File: config.mk
export PLATFORM = sky130hd
export DESIGN_NAME = q2r_div
export DESIGN_NICKNAME = d
export VERILOG_FILES = /design/src/hw/rtl/q2r_div.sv
export SDC_FILE = /design/constraint.sdc
export NUM_CORES = 2
export LEC_CHECK = 0
export ABC_CLOCK_PERIOD_IN_PS = 8900
export BUFFER_PORTS_ARGS = -buffer_cell sky130_fd_sc_hd__buf_4
export CAP_MARGIN = 20
export CELL_PAD_IN_SITES_DETAIL_PLACEMENT = 1
export CELL_PAD_IN_SITES_GLOBAL_PLACEMENT = 1
export CORE_MARGIN = 2
export CORE_UTILIZATION = 25
export CTS_CLUSTER_DIAMETER = 30
export DETAILED_ROUTE_END_ITERATION = 10
export PLACE_DENSITY_LB_ADDON = 0.1
export SLEW_MARGIN = 25
export SYNTH_ARGS = -nofsm -noshare
export SYNTH_HDL_FRONTEND = slang
export SYNTH_SLANG_ARGS = --single-unit
File: constraint.sdc
create_clock -name clk_i -period 8.9 [get_ports clk_i]
set_input_delay 1.78 -clock clk_i [delete_from_list [all_inputs] [get_ports clk_i]]
set_output_delay 1.78 -clock clk_i [all_outputs]
set_load 0.01 [all_outputs]
File: src/hw/rtl/q2r_div.sv
// Pipelined restoring divider: round(num/den * 2^FracBits), halves away from zero.
// One quotient bit per stage; depends on nothing but its parameters.
module q2r_div #(
  parameter int unsigned NumWidth = 34,
  parameter int unsigned FracBits = 14,
  parameter int unsigned OutWidth = 16
) (
  input  logic                       clk_i,
  input  logic                       en_i,
  input  logic signed [NumWidth-1:0] num_i,
  input  logic        [NumWidth-1:0] den_i,
  output logic signed [OutWidth-1:0] res_o
);
  // num magnitude <= den, den < 2^(NumWidth-1); remainder stays below 2*den
  localparam int unsigned Steps = FracBits + 2;
  localparam int unsigned QW    = FracBits + 2;

  logic [NumWidth-1:0] r_q   [Steps+1];
  logic [NumWidth-1:0] den_q [Steps+1];
  logic [QW-1:0]       qt_q  [Steps+1];
  logic                neg_q [Steps+1];
  logic [QW-1:0]       rnd;

  always_ff @(posedge clk_i) begin
    if (en_i) begin
      neg_q[0] <= num_i[NumWidth-1];
      r_q[0]   <= num_i[NumWidth-1] ? NumWidth'(-num_i) : NumWidth'(num_i);
      den_q[0] <= den_i;
      qt_q[0]  <= '0;
    end
  end

  for (genvar s = 0; s < Steps; s++) begin : g_step
    logic [NumWidth-1:0] rs;
    logic                ge;
    always_comb begin
      rs = (s == 0) ? r_q[s] : {r_q[s][NumWidth-2:0], 1'b0};
      ge = rs >= den_q[s];
    end
    always_ff @(posedge clk_i) begin
      if (en_i) begin
        r_q[s+1]   <= ge ? rs - den_q[s] : rs;
        den_q[s+1] <= den_q[s];
        qt_q[s+1]  <= {qt_q[s][QW-2:0], ge};
        neg_q[s+1] <= neg_q[s];
      end
    end
  end

  assign rnd   = QW'((qt_q[Steps] + QW'(1)) >> 1);
  always_ff @(posedge clk_i) begin
    if (en_i) begin
      res_o <= neg_q[Steps] ? OutWidth'(-$signed({1'b0, rnd})) : OutWidth'($signed({1'b0, rnd}));
    end
  end
endmodule

* Word level (Yosys, flattened, before mapping)
Memories as Yosys holds them, arrays and structs flattened.
Index checks and enable logic that the tools add are counted.
W data, S select, Z words.
** Storage, ports and cells
- Word-level logic and storage cells :: 61
- Flip-flop bits (word level) :: 16
- Memories kept :: 4
- Memory bits (writable) :: 1445
- Output and inout port bits :: 16
** Operators by class
- Add/subtract/negate cells :: 19
- Mux-type cells :: 20
- $lt $le $gt $ge :: 16
** Memories
- den_q :: words 17, bits a word 34, read ports 16, clocked after Yosys merged registers in 0, write ports 17, line 19 : logic [NumWidth-1:0] den_q [Steps+1];
- r_q :: words 17, bits a word 34, read ports 16, clocked after Yosys merged registers in 0, write ports 17, line 18 : logic [NumWidth-1:0] r_q [Steps+1];
- qt_q :: words 17, bits a word 16, read ports 17, clocked after Yosys merged registers in 0, write ports 17, line 20 : logic [QW-1:0] qt_q [Steps+1];
- neg_q :: words 17, bits a word 1, read ports 17, clocked after Yosys merged registers in 0, write ports 17, line 21 : logic neg_q [Steps+1];
** Operator list (count)
- $mux W34 :: 17
- $ge A34 B34 Y1 :: 16
- $sub A34 B34 Y34 :: 16
- $neg A34 Y34 :: 1
- $add A16 B1 Y16 const B :: 1
- $neg A15 Y16 :: 1
- $mux W15 :: 1
- $mux W1 :: 2

* Logic depth before layout (Yosys ltp)
An unclocked memory read counts as a cell.
- Word-level depth :: 4
- Depth in mapped cells :: 15
- Gate-level depth less buffers :: 14

* Worst setup path before layout
No wires, ideal clock.
- Path kind :: input to register
- Start point :: input num_i[13]
- End point :: memory r_q[0][31] (data pin)
- Cell stages on the path :: 8
- Slack :: 4.226 ns
- Arrival time :: 4.411 ns
- Path buffers :: 0
- Cell sequence :: or4_4 or3_4 or4_1 or2_1 or3_4 or4_4 o41ai_2 xnor2_1
** RTL lines
- start, declared :: line 10 : input logic signed [NumWidth-1:0] num_i,
- end, declared :: line 18

==> results by group <==
Placed design
  – IO buf count: 85
  – Final GP Congestion: ~0.83
  – DP HPWL: ~170000 um
  – Dpl cells: between 10k and 15k

Die
  – Starting Density: 0.251
  – Die X: between 500 and 600 um
  – Die Y: 541 um
  – Row Count: 197
  – Total die area: 0.293 mm2
  – IO Count: 86
  – Core area: roughly 0.29 mm2

Global route
  – Pin count of the biggest net entering global routing: 165
  – Number of global-route vias before repair: ~56k
  – GRT Total Usage: 0.145
  – Initial antenna violation count: 2
  – First-pass GRT wire length: roughly 330000 um
  – Total global routing overflow: 0

Detailed routing
  – Metal2 WL: ~120000 um
  – Post-DR wirelength/cell: roughly 20 um
  – Met3 wire len: between 5000 and 6000 um
  – Routed Antenna Nets: 0
  – DRT Pass-1 Iters: 5
  – DRC errors left: 0
  – Total Routed Length: roughly 220000 um
  – Vias per cell: approximately 4.6
  – Initial DRC Count: 1898
  – Top Metal Used: met4
  – Routed vias: 50.3k
  – Met1 WL: 80900 um

Timing
  – Worst slew pin tran: around 1.2 ns
  – Fin crit share: 0.550
  – Slew Limit Fails: 0
  – Setup TNS: 0 ns
  – Final min period: roughly 5 ns
  – Fmax: around 200 MHz
  – RSZ-0062 raised after global routing: false
  – Slew margin rel.: 0.182
  – Final setup viols: 0
  – Final hold vios: 0
  – Setup Skew: slightly below 0.04 ns

Yosys
  – Number of distinct library cells after synthesis: 81
  – Top FF cell, synth: edfxtp_1
  – Synth top area cells: edfxtp_1 52%, ha_1 9.5%, a21oi_1 4.0%, inv_1 3.5%, xnor2_1 3.5%
  – Area leader, netlist: edfxtp_1
  – Post-synth top area share: 0.517
  – Synth Instances: between 6k and 7k
  – EDFF count, synth: 1242
  – Syn avg cell area: roughly 11 um2
  – Syn Nets: 7199
  – Synthesis-stage register bit count: 1242
  – FFs w/ async S/R, synth: 0
  – Sequential share of the synthesized area: 0.517
  – Synth Cell Area: between 0.07 and 0.08 mm2
  – Synthesis Warnings: 0

Finish
  – NumNets Final: between 7k and 8k
  – Non-Filler Instances: 11.0k
  – Multi-input logic area: 0.0317 mm2
  – Fin util: 0.313
  – Synth-to-Final Area Change: 24.8%
  – FILL cells: roughly 32k
  – Layout cells sized above 1: 0.129
  – Sequential cell area: 0.0373 mm2

Worst setup path
  – Crit Path Category: register to register
  – Buf+Inv Stages, Crit Path: 1
  – Slowest CP cell: o31ai_1
  – Crit path launch type: register
  – R2r worst-path depth: 12
  – Critical Path Sink Type: register
  – Crit path depth: 12
  – Crit-path max cell delay: 0.85 ns
  – Required time worst endpoint: 9.50 ns
  – Cell mode on critical path: o2111ai_1
  – Worst-path fanout max: 31
  – Worst endpoint data arrival time: 5.50 ns
  – CP top delay family: compound AO/OA/AOI/OAI gates
  – FF-to-FF setup slack: around 4 ns
  – Cells along the critical path: ha_1 > nor2b_1 > o31a_1 > o31ai_1 > nand4_1 > a31oi_1 > o2111ai_1 > and2_1 > o2111ai_1 > o2bb2ai_4 > buf_4 > mux2_2

Clocking
  – CTS sink count: ~1.2k
  – Reg clk slew, reported paths: 0.04 ns
  – Setup bufs post-CTS: 0
  – Root buffer cell: clkbuf_16
  – CTS-repair resized insts: 0
  – Clk_lat worst skew: a little under 0.9 ns
  – CTS buffer count: 370
  – CTS tree: done
  – Hold_buf cts: 0
  – Clock tree buffer depth: 4
  – H-Tree Level Count: 5

Pwr
  – Switching Share: 0.353
  – Clock share of power: 0.370
  – Switching Power: approximately 13 mW
  – Internal: 23.0 mW
  – Sequential power share: 0.268
  – VDD IR-drop max: 150 uV
  – Pwr dens: 396 mW/mm2
  – LEAKAGE: between 30 and 40 nW
  – Combinational share of power: 0.362

Min path
  – Worst hold path type: register to register
  – WHS Path Cells: 0

Run
  – Maximum Capacitance Violations: 0

Outcome
  – Outcome: finished, final reports clean
[cell type report]
cell class                      count  share of cell area
Sequential cell                  1242               0.415
Multi-Input combinational cell   4475               0.353
Clock buffer                      431               0.106
Tap cell                         3781              0.0526
Clock inverter                    254              0.0343
Inverter                          677              0.0282
Timing Repair Buffer              122              0.0111
Antenna cell                        2           0.0000556
[cell usage after synthesis, drive strengths merged, types with 12 or more instances]
cell and number:
o31ai 55, a21boi 24, or3 32, fa 15
o31a 17, o21ai 407, xnor2 284, nand4 86
a21oi 569, clkbuf 160, ha 546, xor2 186
o21bai 56, nor2b 79, nor3 66, a21o 280
edfxtp 1242, buf 14, nand3 124, or4 14
nor2 376, a221oi 12, o211ai 29, nor3b 12
and3 56, inv 676, a31o 16, a211oi 47
o21a 82, nor4 23, or2 18, nand2 456
a211o 15, and2 33, nand2b 60, a41oi 13
mux2 190, a31oi 51
[metal layers]
metal,global-route usage,up-vias
met4,0.0599,0
met2,0.294,665
li1,-,24800
met1,0.145,24400
met3,0.0196,448
met5,0,-
[metrics by stage]
stage	instance area [um2]	setup WS [ns]	total power, mW	hold WS (ns)
after floorplan	72100	4.23	18.4	0.400
after global placement	77300	3.84	22.7	0.401
after detailed placement	77300	3.82	22.8	0.405
after CTS	90000	3.92	36.3	0.404
after global routing	90000	3.75	38.0	0.413
final	90000	4.01	35.6	0.409
[worst reg2reg max path, cell delays in order, from the launching register on]
cell,delay [ns]
edfxtp_1,0.38
ha_1,0.37
nor2b_1,0.17
o31a_1,0.29
o31ai_1,0.85
nand4_1,0.31
a31oi_1,0.38
o2111ai_1,0.28
and2_1,0.24
o2111ai_1,0.29
o2bb2ai_4,0.17
buf_4,0.42
mux2_2,0.45
[cells in the final DEF, fill, tap and decap left out, types with 60 or more instances in the layout]
cell type / synthesis / routed
ha_1: 546 / 546
nand2_1: 456 / 456
mux2_2: 190 / 190
clkinv_2: 0 / 78
o21ai_0: 403 / 401
o21a_1: 82 / 81
nor2b_1: 79 / 79
inv_1: 676 / 676
nor2_1: 376 / 376
nand3_1: 124 / 123
nand4_1: 86 / 86
clkinv_1: 1 / 77
buf_4: 0 / 116
nor3_1: 66 / 64
nand2b_1: 60 / 60
edfxtp_1: 1242 / 1242
xnor2_1: 284 / 284
a21o_1: 280 / 280
xor2_1: 186 / 186
clkbuf_16: 0 / 374
a21oi_1: 569 / 569
[flip-flops by register name (all words and copies together), names as in the netlist]
signal / cells
den_q: 544
qt_q: 136
neg_q: 17
r_q: 529
res_o: 16
[power groups by stage]
stage	registers [mW]	clock network (mW)	logic (mW)
after detailed placement	9.68	0	13.1
final	9.53	13.2	12.9
after floorplan	9.02	0	9.39
after global placement	9.70	0	13.1
after CTS	9.61	13.5	13.2
after global routing	9.70	13.8	14.5
[kinds of logic (layout without fill, tap and decap cells)]
| logic type | after synthesis | in the layout | synth area share |
|---|---|---|---|
| other | 0 | 2 | 0 |
| buffers and inverters | 851 | 1484 | 0.0445 |
| AND/OR/NAND/NOR | 1466 | 1466 | 0.0967 |
| adder cells (fa/ha/maj) | 561 | 561 | 0.0990 |
| AO/OA/AOI/OAI | 1781 | 1781 | 0.155 |
| flip-flops | 1242 | 1242 | 0.517 |
| multiplexers | 197 | 197 | 0.0307 |
| XOR/XNOR | 470 | 470 | 0.0571 |
[path summary, 6_finish.rpt]
| kind | to | startpoint |
|---|---|---|
| max reg2reg | r_q[0][516] | r_q[0][477] |
| min reg2reg | qt_q[0][194] | qt_q[0][177] |
| min | qt_q[0][194] | qt_q[0][177] |
| max | r_q[0][516] | r_q[0][477] |
Power figures use the tool's default switching activity.
